===== src/tta_pkg.sv =====
// Shared types, constants and the log2 table for the thermistor temperature averager.
// Used by tta_mul, tta_div and thermistor_temperature_averager_top.
`default_nettype none

package tta_pkg;

  localparam int CHANNEL_COUNT_DEF  = 9;
  localparam int ADC_FULL_SCALE_DEF = 1023;
  localparam int HOLD_MS_DEF        = 30000;
  localparam int NOMINAL_TEMP_C_DEF = 25;

  localparam int KELVIN_Q16 = 17901158;
  localparam int KELVIN_Q8  = 69926;
  localparam int LN2_Q16    = 45426;

  localparam int MUL_AW = 48;
  localparam int MUL_BW = 25;
  localparam int DIV_NW = 48;
  localparam int DIV_DW = 32;

  localparam int AVG_DIVISOR = 20;
  localparam int AVG_BIAS    = 2621440;

  typedef enum logic [2:0] {
    ST_IDLE,
    ST_START,
    ST_MUL,
    ST_NORM,
    ST_DIV,
    ST_DONE
  } state_e;

  typedef enum logic [3:0] {
    SP_LOG1,
    SP_INT1,
    SP_LOG2,
    SP_INT2,
    SP_LN,
    SP_DEN,
    SP_NUM,
    SP_TK,
    SP_AVG
  } step_e;

  typedef enum logic [2:0] {
    CFG_SERIES_A,
    CFG_NOMINAL_A,
    CFG_BETA_A,
    CFG_SERIES_B,
    CFG_NOMINAL_B,
    CFG_BETA_B,
    CFG_LOW_LIMIT,
    CFG_HIGH_LIMIT
  } cfg_idx_e;

  // log2(1 + k/16) in Q16.
  function automatic logic [16:0] log2_tab(input logic [4:0] k);
    logic [16:0] v;
    case (k)
      5'd0:    v = 17'd0;
      5'd1:    v = 17'd5732;
      5'd2:    v = 17'd11136;
      5'd3:    v = 17'd16248;
      5'd4:    v = 17'd21098;
      5'd5:    v = 17'd25711;
      5'd6:    v = 17'd30109;
      5'd7:    v = 17'd34312;
      5'd8:    v = 17'd38336;
      5'd9:    v = 17'd42196;
      5'd10:   v = 17'd45904;
      5'd11:   v = 17'd49472;
      5'd12:   v = 17'd52911;
      5'd13:   v = 17'd56229;
      5'd14:   v = 17'd59434;
      5'd15:   v = 17'd62534;
      5'd16:   v = 17'd65536;
      default: v = 17'd0;
    endcase
    return v;
  endfunction

endpackage

`default_nettype wire


===== src/tta_mul.sv =====
// Bit-serial shift-and-add multiplier, one multiplier bit per cycle.
// Depends on tta_pkg for the operand widths.
`default_nettype none

module tta_mul (
  input  wire logic                       clk_i,
  input  wire logic                       rst_ni,
  input  wire logic                       start_i,
  input  wire logic [tta_pkg::MUL_AW-1:0] a_i,
  input  wire logic [tta_pkg::MUL_BW-1:0] b_i,
  output logic                            done_o,
  output logic [tta_pkg::MUL_AW-1:0]      p_o
);

  logic                       run_q, run_d;
  logic [tta_pkg::MUL_AW-1:0] a_q, a_d, acc_q, acc_d;
  logic [tta_pkg::MUL_BW-1:0] b_q, b_d;

  always_comb begin
    run_d = run_q;
    a_d   = a_q;
    b_d   = b_q;
    acc_d = acc_q;
    if (start_i) begin
      run_d = 1'b1;
      a_d   = a_i;
      b_d   = b_i;
      acc_d = '0;
    end else if (run_q) begin
      if (b_q == '0) begin
        run_d = 1'b0;
      end else begin
        if (b_q[0]) begin
          acc_d = acc_q + a_q;
        end
        a_d = {a_q[tta_pkg::MUL_AW-2:0], 1'b0};
        b_d = {1'b0, b_q[tta_pkg::MUL_BW-1:1]};
      end
    end
  end

  always_ff @(posedge clk_i or negedge rst_ni) begin
    if (!rst_ni) begin
      run_q <= 1'b0;
    end else begin
      run_q <= run_d;
    end
  end

  always_ff @(posedge clk_i) begin
    a_q   <= a_d;
    b_q   <= b_d;
    acc_q <= acc_d;
  end

  assign done_o = run_q && (b_q == '0);
  assign p_o    = acc_q;

endmodule

`default_nettype wire


===== src/tta_div.sv =====
// Restoring divider, one quotient bit per cycle.
// Depends on tta_pkg for the operand widths.
`default_nettype none

module tta_div (
  input  wire logic                       clk_i,
  input  wire logic                       rst_ni,
  input  wire logic                       start_i,
  input  wire logic [tta_pkg::DIV_NW-1:0] n_i,
  input  wire logic [tta_pkg::DIV_DW-1:0] d_i,
  output logic                            done_o,
  output logic [tta_pkg::DIV_NW-1:0]      q_o
);

  localparam int CW = $clog2(tta_pkg::DIV_NW + 1);

  logic                       run_q, run_d;
  logic [CW-1:0]              cnt_q, cnt_d;
  logic [tta_pkg::DIV_NW-1:0] n_q, n_d;
  logic [tta_pkg::DIV_DW-1:0] d_q, d_d, rem_q, rem_d;
  logic [tta_pkg::DIV_DW:0]   trial;
  logic                       ge;
  logic                       last;

  assign last  = (cnt_q == CW'(tta_pkg::DIV_NW));
  assign trial = {rem_q, n_q[tta_pkg::DIV_NW-1]};
  assign ge    = (trial >= {1'b0, d_q});

  always_comb begin
    run_d = run_q;
    cnt_d = cnt_q;
    n_d   = n_q;
    d_d   = d_q;
    rem_d = rem_q;
    if (start_i) begin
      run_d = 1'b1;
      cnt_d = '0;
      n_d   = n_i;
      d_d   = d_i;
      rem_d = '0;
    end else if (run_q) begin
      if (last) begin
        run_d = 1'b0;
      end else begin
        cnt_d = cnt_q + 1'b1;
        rem_d = ge ? tta_pkg::DIV_DW'(trial - {1'b0, d_q}) : trial[tta_pkg::DIV_DW-1:0];
        n_d   = {n_q[tta_pkg::DIV_NW-2:0], ge};
      end
    end
  end

  always_ff @(posedge clk_i or negedge rst_ni) begin
    if (!rst_ni) begin
      run_q <= 1'b0;
      cnt_q <= '0;
    end else begin
      run_q <= run_d;
      cnt_q <= cnt_d;
    end
  end

  always_ff @(posedge clk_i) begin
    n_q   <= n_d;
    d_q   <= d_d;
    rem_q <= rem_d;
  end

  assign done_o = run_q && last;
  assign q_o    = n_q;

endmodule

`default_nettype wire


===== src/thermistor_temperature_averager_top.sv =====
// Top level of the thermistor temperature averager: sequencer, settings and channel state.
// Depends on tta_pkg, tta_mul and tta_div.
//
// Samples enter on the s_axis channel (channel, counts and time in tdata, sensor kind
// in tuser); one result per sample leaves on the m_axis channel. Settings are written
// through cfg_we_i, cfg_idx_i and cfg_data_i while no sample is in flight, a rule that the
// user must keep, since the block does not enforce it. A sample is converted to resistance
// products, two logarithms, the beta equation and a reciprocal, then folded into the
// channel's running average. All products run through one bit-serial multiplier and both
// divisions through one bit-serial divider; the normalizing shifts of the two logarithms,
// the constant products and the two 48-step divisions are most of the work, and a sample
// whose temperature is out of limits skips the second division. Samples that fail the
// early checks go from the start state straight to the done state, which registers their
// result. One sample is processed at a time; the next is taken once the previous one has
// been placed in the output register, which holds it while the receiver stalls.
// Reset restores the default settings, clears every channel average, presence flag and
// deadline, and empties the output register.
`default_nettype none

module thermistor_temperature_averager_top #(
  parameter int CHANNEL_COUNT  = tta_pkg::CHANNEL_COUNT_DEF,
  parameter int ADC_FULL_SCALE = tta_pkg::ADC_FULL_SCALE_DEF,
  parameter int HOLD_MS        = tta_pkg::HOLD_MS_DEF,
  parameter int NOMINAL_TEMP_C = tta_pkg::NOMINAL_TEMP_C_DEF
) (
  input  wire logic        clk_i,
  input  wire logic        rst_ni,
  input  wire logic        s_axis_tvalid,
  output logic             s_axis_tready,
  input  wire logic [47:0] s_axis_tdata,  // channel, adc_counts, now_ms
  input  wire logic [0:0]  s_axis_tuser,  // sensor_kind
  output logic             m_axis_tvalid,
  input  wire logic        m_axis_tready,
  output logic [23:0]      m_axis_tdata,  // out_channel, average_temp
  output logic [1:0]       m_axis_tuser,  // average_valid, sample_valid
  input  wire logic        cfg_we_i,
  input  wire logic [2:0]  cfg_idx_i,
  input  wire logic [19:0] cfg_data_i
);

  localparam int IDX_W  = (CHANNEL_COUNT > 1) ? $clog2(CHANNEL_COUNT) : 1;
  localparam int T0_Q16 = NOMINAL_TEMP_C * 65536 + tta_pkg::KELVIN_Q16;

  tta_pkg::state_e state_q, state_d;
  tta_pkg::step_e  step_q, step_d;

  logic [19:0] ser_a_q, nom_a_q, ser_b_q, nom_b_q;
  logic [13:0] beta_a_q, beta_b_q;
  logic signed [16:0] low_q, high_q;

  logic signed [16:0] avg_mem_q [CHANNEL_COUNT];
  logic               pres_q    [CHANNEL_COUNT];
  logic [31:0]        dead_q    [CHANNEL_COUNT];

  logic [3:0]  ch_q, ch_d;
  logic        kind_q, kind_d;
  logic [9:0]  cnt_q, cnt_d;
  logic [31:0] now_q, now_d;
  logic [47:0] nrm_q, nrm_d;
  logic [5:0]  sh_q, sh_d;
  logic [21:0] l1_q, l1_d;
  logic        neg_q, neg_d;
  logic signed [33:0] den_q, den_d;
  logic        ok_q, ok_d;
  logic signed [16:0] navg_q, navg_d;

  logic        m_valid_q, m_valid_d;
  logic [23:0] m_data_q, m_data_d;
  logic [1:0]  m_user_q, m_user_d;

  logic                       mul_start, mul_done;
  logic [tta_pkg::MUL_AW-1:0] mul_a, mul_p;
  logic [tta_pkg::MUL_BW-1:0] mul_b;
  logic                       div_start, div_done;
  logic [tta_pkg::DIV_NW-1:0] div_n, div_q;
  logic [tta_pkg::DIV_DW-1:0] div_d;

  logic [19:0] rs, rn;
  logic [13:0] beta;
  logic [15:0] full_minus;
  logic        ch_ok, start_ok, out_free;
  logic [IDX_W-1:0] idx;

  logic [4:0]  tk;
  logic [16:0] tab_lo, tab_hi;
  logic [5:0]  e_cur;
  logic [16:0] val_cur;
  logic [21:0] l_cur;
  logic signed [22:0] d_cur;
  logic [22:0] d_abs;
  logic signed [48:0] mul_ps;
  logic signed [32:0] mul_sh;
  logic signed [22:0] ln_cur;
  logic [22:0] ln_abs;
  logic signed [33:0] den_cur;
  logic        den_pos;
  logic signed [48:0] t_cur;
  logic        t_ok;
  logic signed [16:0] seed;
  logic signed [24:0] avg_num;
  logic [31:0] late_diff;
  logic        late;
  logic        pres_new;
  logic signed [16:0] avg_new;

  assign rs   = kind_q ? ser_b_q : ser_a_q;
  assign rn   = kind_q ? nom_b_q : nom_a_q;
  assign beta = kind_q ? beta_b_q : beta_a_q;
  assign full_minus = 16'(ADC_FULL_SCALE) - {6'd0, cnt_q};
  assign ch_ok = ({1'b0, ch_q} < 5'(CHANNEL_COUNT));
  assign idx   = ch_q[IDX_W-1:0];
  assign start_ok = ch_ok && (cnt_q != '0) && ({6'd0, cnt_q} < 16'(ADC_FULL_SCALE)) &&
                    (rs != '0) && (rn != '0) && (beta != '0);
  assign out_free = !m_valid_q || m_axis_tready;

  // Logarithm of the normalized product: exponent plus interpolated table value.
  assign tk      = {1'b0, nrm_q[46:43]};
  assign tab_lo  = tta_pkg::log2_tab(tk);
  assign tab_hi  = tta_pkg::log2_tab(tk + 5'd1);
  assign e_cur   = 6'd47 - sh_q;
  assign val_cur = tab_lo + {1'b0, mul_p[31:16]};
  assign l_cur   = {e_cur, 16'd0} + {5'd0, val_cur};
  assign d_cur   = $signed({1'b0, l1_q}) - $signed({1'b0, l_cur});
  assign d_abs   = d_cur[22] ? 23'(-d_cur) : d_cur;

  assign mul_ps  = neg_q ? -$signed({1'b0, mul_p}) : $signed({1'b0, mul_p});
  assign mul_sh  = 33'(mul_ps >>> 16);
  assign ln_cur  = mul_sh[22:0];
  assign ln_abs  = ln_cur[22] ? 23'(-ln_cur) : ln_cur;
  assign den_cur = $signed({4'd0, beta, 16'd0}) + 34'(mul_sh);
  assign den_pos = !den_cur[33] && (den_cur != '0);

  assign t_cur = $signed({1'b0, div_q}) - 49'sd69926;
  assign t_ok  = (t_cur >= 49'(low_q)) && (t_cur <= 49'(high_q));

  assign seed    = pres_q[idx] ? avg_mem_q[idx] : t_cur[16:0];
  assign avg_num = (25'(seed) <<< 4) + (25'(seed) <<< 1) + 25'(seed) + 25'(t_cur) +
                   25'sd10 + 25'(tta_pkg::AVG_BIAS);

  assign late_diff = now_q - dead_q[idx];
  assign late      = (late_diff != '0) && !late_diff[31];

  always_comb begin
    pres_new = 1'b0;
    avg_new  = '0;
    if (ch_ok) begin
      pres_new = pres_q[idx];
      avg_new  = avg_mem_q[idx];
      if (ok_q) begin
        pres_new = 1'b1;
        avg_new  = navg_q;
      end else if (late) begin
        pres_new = 1'b0;
        avg_new  = '0;
      end
    end
  end

  always_comb begin
    state_d = state_q;
    step_d  = step_q;
    unique case (state_q)
      tta_pkg::ST_IDLE: begin
        if (s_axis_tvalid) state_d = tta_pkg::ST_START;
      end
      tta_pkg::ST_START: begin
        if (start_ok) begin
          state_d = tta_pkg::ST_MUL;
          step_d  = tta_pkg::SP_LOG1;
        end else begin
          state_d = tta_pkg::ST_DONE;
        end
      end
      tta_pkg::ST_MUL: begin
        if (mul_done) begin
          case (step_q)
            tta_pkg::SP_LOG1, tta_pkg::SP_LOG2: state_d = tta_pkg::ST_NORM;
            tta_pkg::SP_INT1: step_d = tta_pkg::SP_LOG2;
            tta_pkg::SP_INT2: step_d = tta_pkg::SP_LN;
            tta_pkg::SP_LN:   step_d = tta_pkg::SP_DEN;
            tta_pkg::SP_DEN: begin
              if (den_pos) step_d = tta_pkg::SP_NUM;
              else state_d = tta_pkg::ST_DONE;
            end
            tta_pkg::SP_NUM: begin
              state_d = tta_pkg::ST_DIV;
              step_d  = tta_pkg::SP_TK;
            end
            default: state_d = tta_pkg::ST_DONE;
          endcase
        end
      end
      tta_pkg::ST_NORM: begin
        if (nrm_q[47]) begin
          state_d = tta_pkg::ST_MUL;
          step_d  = (step_q == tta_pkg::SP_LOG1) ? tta_pkg::SP_INT1 : tta_pkg::SP_INT2;
        end
      end
      tta_pkg::ST_DIV: begin
        if (div_done) begin
          if (step_q == tta_pkg::SP_TK && t_ok) step_d = tta_pkg::SP_AVG;
          else state_d = tta_pkg::ST_DONE;
        end
      end
      tta_pkg::ST_DONE: begin
        if (out_free) state_d = tta_pkg::ST_IDLE;
      end
      default: state_d = tta_pkg::ST_IDLE;
    endcase
  end

  always_comb begin
    ch_d      = ch_q;
    kind_d    = kind_q;
    cnt_d     = cnt_q;
    now_d     = now_q;
    nrm_d     = nrm_q;
    sh_d      = sh_q;
    l1_d      = l1_q;
    neg_d     = neg_q;
    den_d     = den_q;
    ok_d      = ok_q;
    navg_d    = navg_q;
    m_valid_d = m_valid_q && !m_axis_tready;
    m_data_d  = m_data_q;
    m_user_d  = m_user_q;
    mul_start = 1'b0;
    mul_a     = '0;
    mul_b     = '0;
    div_start = 1'b0;
    div_n     = '0;
    div_d     = '0;
    unique case (state_q)
      tta_pkg::ST_IDLE: begin
        ch_d   = s_axis_tdata[3:0];
        cnt_d  = s_axis_tdata[13:4];
        now_d  = s_axis_tdata[45:14];
        kind_d = s_axis_tuser[0];
      end
      tta_pkg::ST_START: begin
        ok_d      = 1'b0;
        mul_start = start_ok;
        mul_a     = 48'(rs);
        mul_b     = 25'(cnt_q);
      end
      tta_pkg::ST_MUL: begin
        if (mul_done) begin
          case (step_q)
            tta_pkg::SP_LOG1, tta_pkg::SP_LOG2: begin
              nrm_d = mul_p;
              sh_d  = '0;
            end
            tta_pkg::SP_INT1: begin
              l1_d      = l_cur;
              mul_start = 1'b1;
              mul_a     = 48'(rn);
              mul_b     = 25'(full_minus);
            end
            tta_pkg::SP_INT2: begin
              neg_d     = d_cur[22];
              mul_start = 1'b1;
              mul_a     = 48'(d_abs);
              mul_b     = 25'(tta_pkg::LN2_Q16);
            end
            tta_pkg::SP_LN: begin
              neg_d     = ln_cur[22];
              mul_start = 1'b1;
              mul_a     = 48'(ln_abs);
              mul_b     = 25'(T0_Q16);
            end
            tta_pkg::SP_DEN: begin
              den_d     = den_cur;
              mul_start = den_pos;
              mul_a     = 48'(beta);
              mul_b     = 25'(T0_Q16);
            end
            tta_pkg::SP_NUM: begin
              div_start = 1'b1;
              div_n     = {mul_p[39:0], 8'd0} + {17'd0, den_q[31:1]};
              div_d     = den_q[31:0];
            end
            default: ;
          endcase
        end
      end
      tta_pkg::ST_NORM: begin
        if (nrm_q[47]) begin
          mul_start = 1'b1;
          mul_a     = 48'(tab_hi - tab_lo);
          mul_b     = 25'(nrm_q[42:27]);
        end else begin
          nrm_d = {nrm_q[46:0], 1'b0};
          sh_d  = sh_q + 1'b1;
        end
      end
      tta_pkg::ST_DIV: begin
        if (div_done) begin
          if (step_q == tta_pkg::SP_TK) begin
            if (t_ok) begin
              ok_d      = 1'b1;
              div_start = 1'b1;
              div_n     = 48'(avg_num[23:0]);
              div_d     = 32'(tta_pkg::AVG_DIVISOR);
            end
          end else begin
            navg_d = div_q[16:0];
          end
        end
      end
      tta_pkg::ST_DONE: begin
        if (out_free) begin
          m_valid_d = 1'b1;
          m_data_d  = {3'd0, (pres_new ? avg_new : 17'sd0), ch_q};
          m_user_d  = {ok_q, pres_new};
        end
      end
      default: ;
    endcase
  end

  always_ff @(posedge clk_i or negedge rst_ni) begin
    if (!rst_ni) begin
      state_q   <= tta_pkg::ST_IDLE;
      step_q    <= tta_pkg::SP_LOG1;
      ok_q      <= 1'b0;
      m_valid_q <= 1'b0;
    end else begin
      state_q   <= state_d;
      step_q    <= step_d;
      ok_q      <= ok_d;
      m_valid_q <= m_valid_d;
    end
  end

  always_ff @(posedge clk_i) begin
    ch_q     <= ch_d;
    kind_q   <= kind_d;
    cnt_q    <= cnt_d;
    now_q    <= now_d;
    nrm_q    <= nrm_d;
    sh_q     <= sh_d;
    l1_q     <= l1_d;
    neg_q    <= neg_d;
    den_q    <= den_d;
    navg_q   <= navg_d;
    m_data_q <= m_data_d;
    m_user_q <= m_user_d;
  end

  always_ff @(posedge clk_i or negedge rst_ni) begin
    if (!rst_ni) begin
      ser_a_q  <= 20'd10000;
      nom_a_q  <= 20'd10000;
      beta_a_q <= 14'd3950;
      ser_b_q  <= 20'd10000;
      nom_b_q  <= 20'd10000;
      beta_b_q <= 14'd3950;
      low_q    <= -17'sd10240;
      high_q   <= 17'sd25600;
    end else if (cfg_we_i) begin
      unique case (tta_pkg::cfg_idx_e'(cfg_idx_i))
        tta_pkg::CFG_SERIES_A:   ser_a_q  <= cfg_data_i;
        tta_pkg::CFG_NOMINAL_A:  nom_a_q  <= cfg_data_i;
        tta_pkg::CFG_BETA_A:     beta_a_q <= cfg_data_i[13:0];
        tta_pkg::CFG_SERIES_B:   ser_b_q  <= cfg_data_i;
        tta_pkg::CFG_NOMINAL_B:  nom_b_q  <= cfg_data_i;
        tta_pkg::CFG_BETA_B:     beta_b_q <= cfg_data_i[13:0];
        tta_pkg::CFG_LOW_LIMIT:  low_q    <= cfg_data_i[16:0];
        tta_pkg::CFG_HIGH_LIMIT: high_q   <= cfg_data_i[16:0];
        default: ;
      endcase
    end
  end

  always_ff @(posedge clk_i or negedge rst_ni) begin
    if (!rst_ni) begin
      for (int i = 0; i < CHANNEL_COUNT; i++) begin
        avg_mem_q[i] <= '0;
        pres_q[i]    <= 1'b0;
        dead_q[i]    <= '0;
      end
    end else if (state_q == tta_pkg::ST_DONE && out_free && ch_ok) begin
      avg_mem_q[idx] <= avg_new;
      pres_q[idx]    <= pres_new;
      if (ok_q) begin
        dead_q[idx] <= now_q + 32'(HOLD_MS);
      end
    end
  end

  tta_mul u_mul (
    .clk_i  (clk_i),
    .rst_ni (rst_ni),
    .start_i(mul_start),
    .a_i    (mul_a),
    .b_i    (mul_b),
    .done_o (mul_done),
    .p_o    (mul_p)
  );

  tta_div u_div (
    .clk_i  (clk_i),
    .rst_ni (rst_ni),
    .start_i(div_start),
    .n_i    (div_n),
    .d_i    (div_d),
    .done_o (div_done),
    .q_o    (div_q)
  );

  assign s_axis_tready = (state_q == tta_pkg::ST_IDLE);
  assign m_axis_tvalid = m_valid_q;
  assign m_axis_tdata  = m_data_q;
  assign m_axis_tuser  = m_user_q;

endmodule

`default_nettype wire


===== config.mk =====
export PLATFORM = sky130hd
export DESIGN_NAME = thermistor_temperature_averager_top
export DESIGN_NICKNAME = d
export VERILOG_FILES = /design/src/tta_pkg.sv /design/src/tta_mul.sv /design/src/tta_div.sv /design/src/thermistor_temperature_averager_top.sv
export SDC_FILE = /design/constraint.sdc
export NUM_CORES = 2
export LEC_CHECK = 0
export ABC_AREA = 1
export BUFFER_PORTS_ARGS = -buffer_cell sky130_fd_sc_hd__buf_2
export CORE_MARGIN = 8
export CORE_UTILIZATION = 35
export CTS_CLUSTER_DIAMETER = 80
export DETAILED_ROUTE_END_ITERATION = 10
export GPL_ROUTABILITY_DRIVEN = 1
export GPL_TIMING_DRIVEN = 0
export PLACE_DENSITY = 0.58
export RECOVER_POWER = 50
export REMOVE_ABC_BUFFERS = 1
export SLEW_MARGIN = 20
export SYNTH_ARGS = -nofsm -noshare
export SYNTH_HDL_FRONTEND = slang
export SYNTH_SLANG_ARGS = --single-unit

===== constraint.sdc =====
create_clock -name clk_i -period 17 [get_ports clk_i]
set_clock_uncertainty 0.15 [all_clocks]
set_input_delay 3.4 -clock clk_i [delete_from_list [all_inputs] [get_ports clk_i]]
set_output_delay 3.4 -clock clk_i [all_outputs]
set_load 0.1 [all_outputs]

==> metrics <==
status finished, violations left; violated checks capacitance limit, slew limit; initial antenna violation count 5; antenna-violating nets left 0; Worst Tran Pin Value between 5 and 6 ns; drt pass-1 iters 6; Slew Limit Fails around 550; hold-fix buffers at CTS 0; vias in the first global route 54300; maxcap violations 12; CTS tree done; CTS root buf clkbuf_16; first-pass GRT wire length 320000 um; largest net degree at the start of global routing between 100 and 150; Global Route Usage Sum ~20%; Crit. End Element async pin; DPL Wire Length around 150000 um; Hold Crit Class reg2reg; DIE AREA roughly 200000 um2; filler cell count approximately 19000; register area share after synthesis between 40% and 50%; Routed WL per cell between 15 and 20 um; drt drc 0; Largest stage delay, worst path 3.80 ns; Worst EP arrival between 9 and 10 ns; clock latency on the worst-skew pair between 0.7 and 0.8 ns; setup violators final 0; crit share post-route roughly 59%; top_reg_cell synth dfrtp_1; DP Area just under 70000 um2; Static Leak approximately 33 nW; maximum VDD drop between 0.0001 and 0.00015 V; slowest stage cell, crit path clkbuf_1; row count roughly 160; Synth Warn # 0; post-CTS setup buffers 0; Die Width 446 um; Initial Util between 30% and 40%; R2R Setup Slk slightly below 9 ns; Layout area overhead 11.8%; post-synth design cell area 64600 um2; Die Y roughly 450 um; final instance area roughly 72000 um2; num ports between 100 and 150; Resized cells post-CTS 0; via count around 57000; Bufs and invs on worst path 2; TritonCTS buffer count 117; H-tree lvl count 3; Peak Freq about 100 MHz; power per cell area 153 nW/um2; Final Hold Viols 0; total grt overflow 0; clk sinks ~1100; core region area between 150000 and 200000 um2; minimum clock period between 10 and 15 ns; async set or reset register ratio after synthesis 57.8%; number of flops mapped to enable cells by yosys roughly 350; overall power about 11 mW; Worst path top cell family by delay buffers and inverters; Mapped Avg Cell Area around 7.9 um2; Setup crit start kind input pin; Port Buf Inserts about 100; Synth cell types 76; DRT iter0 DRCs roughly 5300; Worst Path Max Fanout 94; Clock Tree Buf Depth 3; Routability Congestion roughly 1; CP required 16.44 ns; Crit Path Class in2async; layout cells sized above 1 around 6.7%; vias per cell between 5 and 6; Seq cells post-synth 1054; RSZ-0062 raised after global routing false; routed wire length between 200000 and 250000 um; relative slew slack -249%; Clock transition at path regs around 0.06 ns; Post-Syn Instances about 8000; Nets approximately 8600; Cell Chain, Critical Path clkbuf_1 -> clkbuf_1; Critical Path Most Common Cell clkbuf_1
metrics by stage:
stage                     std cells  worst slack [ns]  utilization [%]  hold WS, ns  TNS (ns)
final                         10700              6.95             39.4        0.329         0
after global routing          10700              5.69             39.4        0.343         0
after CTS                     10700              8.91             39.6        0.332         0
after detailed placement      10500              8.90             37.4        0.316         0
after global placement        10400             -1.20             36.6        0.307   -386.20
after floorplan                7847              6.71                -        0.294         0
flip-flops by register name, summed over array words and instances (netlist names), 21 cells and up:
signal	cells
u_div.rem_q	32
den_q	32
dead_q	288
nrm_q	48
m_axis_tdata	21
now_q	32
u_mul.b_q	25
u_mul.a_q	48
u_mul.p_o	48
u_div.q_o	48
avg_mem_q	153
l1_q	22
u_div.d_q	32
kinds of logic (layout without fill, tap and decap cells):
kind of cell | after synthesis | in the layout | synth area share (%)
simple gates | 3388 | 3388 | 22.4
compound gates | 1828 | 1828 | 16.0
buf+inv | 1229 | 1326 | 7.35
flops | 1054 | 1054 | 42.9
fa+ha+maj | 386 | 386 | 7.94
xor+xnor | 224 | 224 | 3.07
mux | 25 | 25 | 0.387
other cells | 1 | 7 | 0.00580
worst paths after layout:
kind	from	to	cells after the start
worst max-delay path	rst_ni	nom_a_q[7]	2
min in group asynchronous	rst_ni	u_mul.run_q	1
worst max register to register	u_mul.p_o[17]	u_mul.a_q[25]	27
worst min register to register	avg_mem_q[55]	avg_mem_q[55]	2
max in group clk_i	state_q[0]	s_axis_tready	6
worst min-delay path	avg_mem_q[55]	avg_mem_q[55]	2
layer usage:
layer / wire length (um) / GRT usage [%] / vias up
li1: - / - / 27400
met1: 91100 / 27.0 / 27100
met2: 94700 / 33.1 / 1783
met3: 11600 / 2.62 / 363
met4: 9010 / 7.69 / 2
met5: 13 / 0 / -
cell usage after synthesis, drive strengths merged (3+ instances only):
| master | n | area [um2] |
|---|---|---|
| or4 | 3 | 22.5 |
| nand3 | 440 | 2240 |
| o211ai | 43 | 328 |
| o22ai | 30 | 188 |
| nor3b | 3 | 22.5 |
| a31oi | 31 | 194 |
| nand3b | 15 | 113 |
| a221oi | 22 | 193 |
| and2 | 5 | 31.3 |
| o21ai | 823 | 4130 |
| o31ai | 9 | 67.6 |
| a21oi | 542 | 2720 |
| edfxtp | 349 | 10500 |
| o2111ai | 10 | 87.6 |
| o311ai | 3 | 26.3 |
| a211o | 9 | 78.8 |
| nand2 | 2076 | 8050 |
| ha | 346 | 4330 |
| nand4 | 101 | 638 |
| xnor2 | 65 | 569 |
| a21boi | 9 | 67.6 |
| o21bai | 25 | 191 |
| o32ai | 4 | 35.0 |
| dfxtp | 96 | 1920 |
| dfstp | 46 | 1210 |
| clkbuf | 220 | 826 |
| clkinv | 15 | 56.3 |
| xor2 | 159 | 1420 |
| fa | 40 | 801 |
| a22oi | 177 | 1330 |
| a22o | 9 | 78.8 |
| dfrtp | 563 | 14100 |
| or2 | 39 | 244 |
| a21o | 8 | 60.1 |
| nor2 | 563 | 2230 |
| buf | 70 | 393 |
| a211oi | 35 | 263 |
| nor3 | 98 | 531 |
| nor4 | 43 | 305 |
| o221ai | 20 | 175 |
| inv | 924 | 3470 |
| o21a | 13 | 97.6 |
| mux2i | 25 | 250 |
worst register-to-register path, stage by stage (launching register included):
cell and delay (ns):
dfxtp_1 0.48, inv_1 0.45, nand3_1 0.19, nor4_1 0.48
nand4_1 0.32, nor2_1 0.29, nand4_1 0.19, nand2_1 0.10
nand2_1 0.08, nand2_1 0.69, ha_1 0.43, a21oi_1 0.20
o21ai_1 0.12, nand2_1 0.08, nand2_1 0.05, a21oi_1 0.21
o21ai_0 0.14, xnor2_1 0.46, nand3_1 0.27, nor2_2 0.16
nand3_2 0.15, nand3_2 0.13, nand2_2 0.10, nand2_4 0.12
nand2_8 0.32, inv_6 0.65, nand2_4 0.43, buf_16 0.32
layout by cell type, fill, tap and decap left out, types with 65 or more instances in the layout:
master,n
clkbuf_16,121
edfxtp_1,349
buf_2,92
xor2_1,156
ha_1,346
o21ai_0,761
nand4_1,100
nor2_1,531
dfxtp_1,96
nand2_1,2027
nand3_1,431
xnor2_1,65
a22oi_1,176
nor3_1,86
inv_1,899
a21oi_1,541
dfrtp_1,563
final cells by class:
class	count	area (um2)	share of cell area, %
inverter	939	3550	4.92
sequential	1054	27700	38.3
tap	2464	3080	4.27
multi-input combinational	5854	32300	44.7
clock buffer	171	3420	4.73
clock inverter	49	587	0.812
timing repair buffer	167	1600	2.21
antenna	4	10.0	0.0139
where the power goes:
| group | total, mW | switching (mW) | leakage (nW) | internal, mW |
|---|---|---|---|---|
| registers | 3.50 | 0.354 | 12.2 | 3.15 |
| clock network | 2.62 | 1.11 | 1.94 | 1.51 |
| logic | 4.94 | 3.44 | 19.0 | 1.50 |
Note: power is estimated with default switching activity, not from simulation.
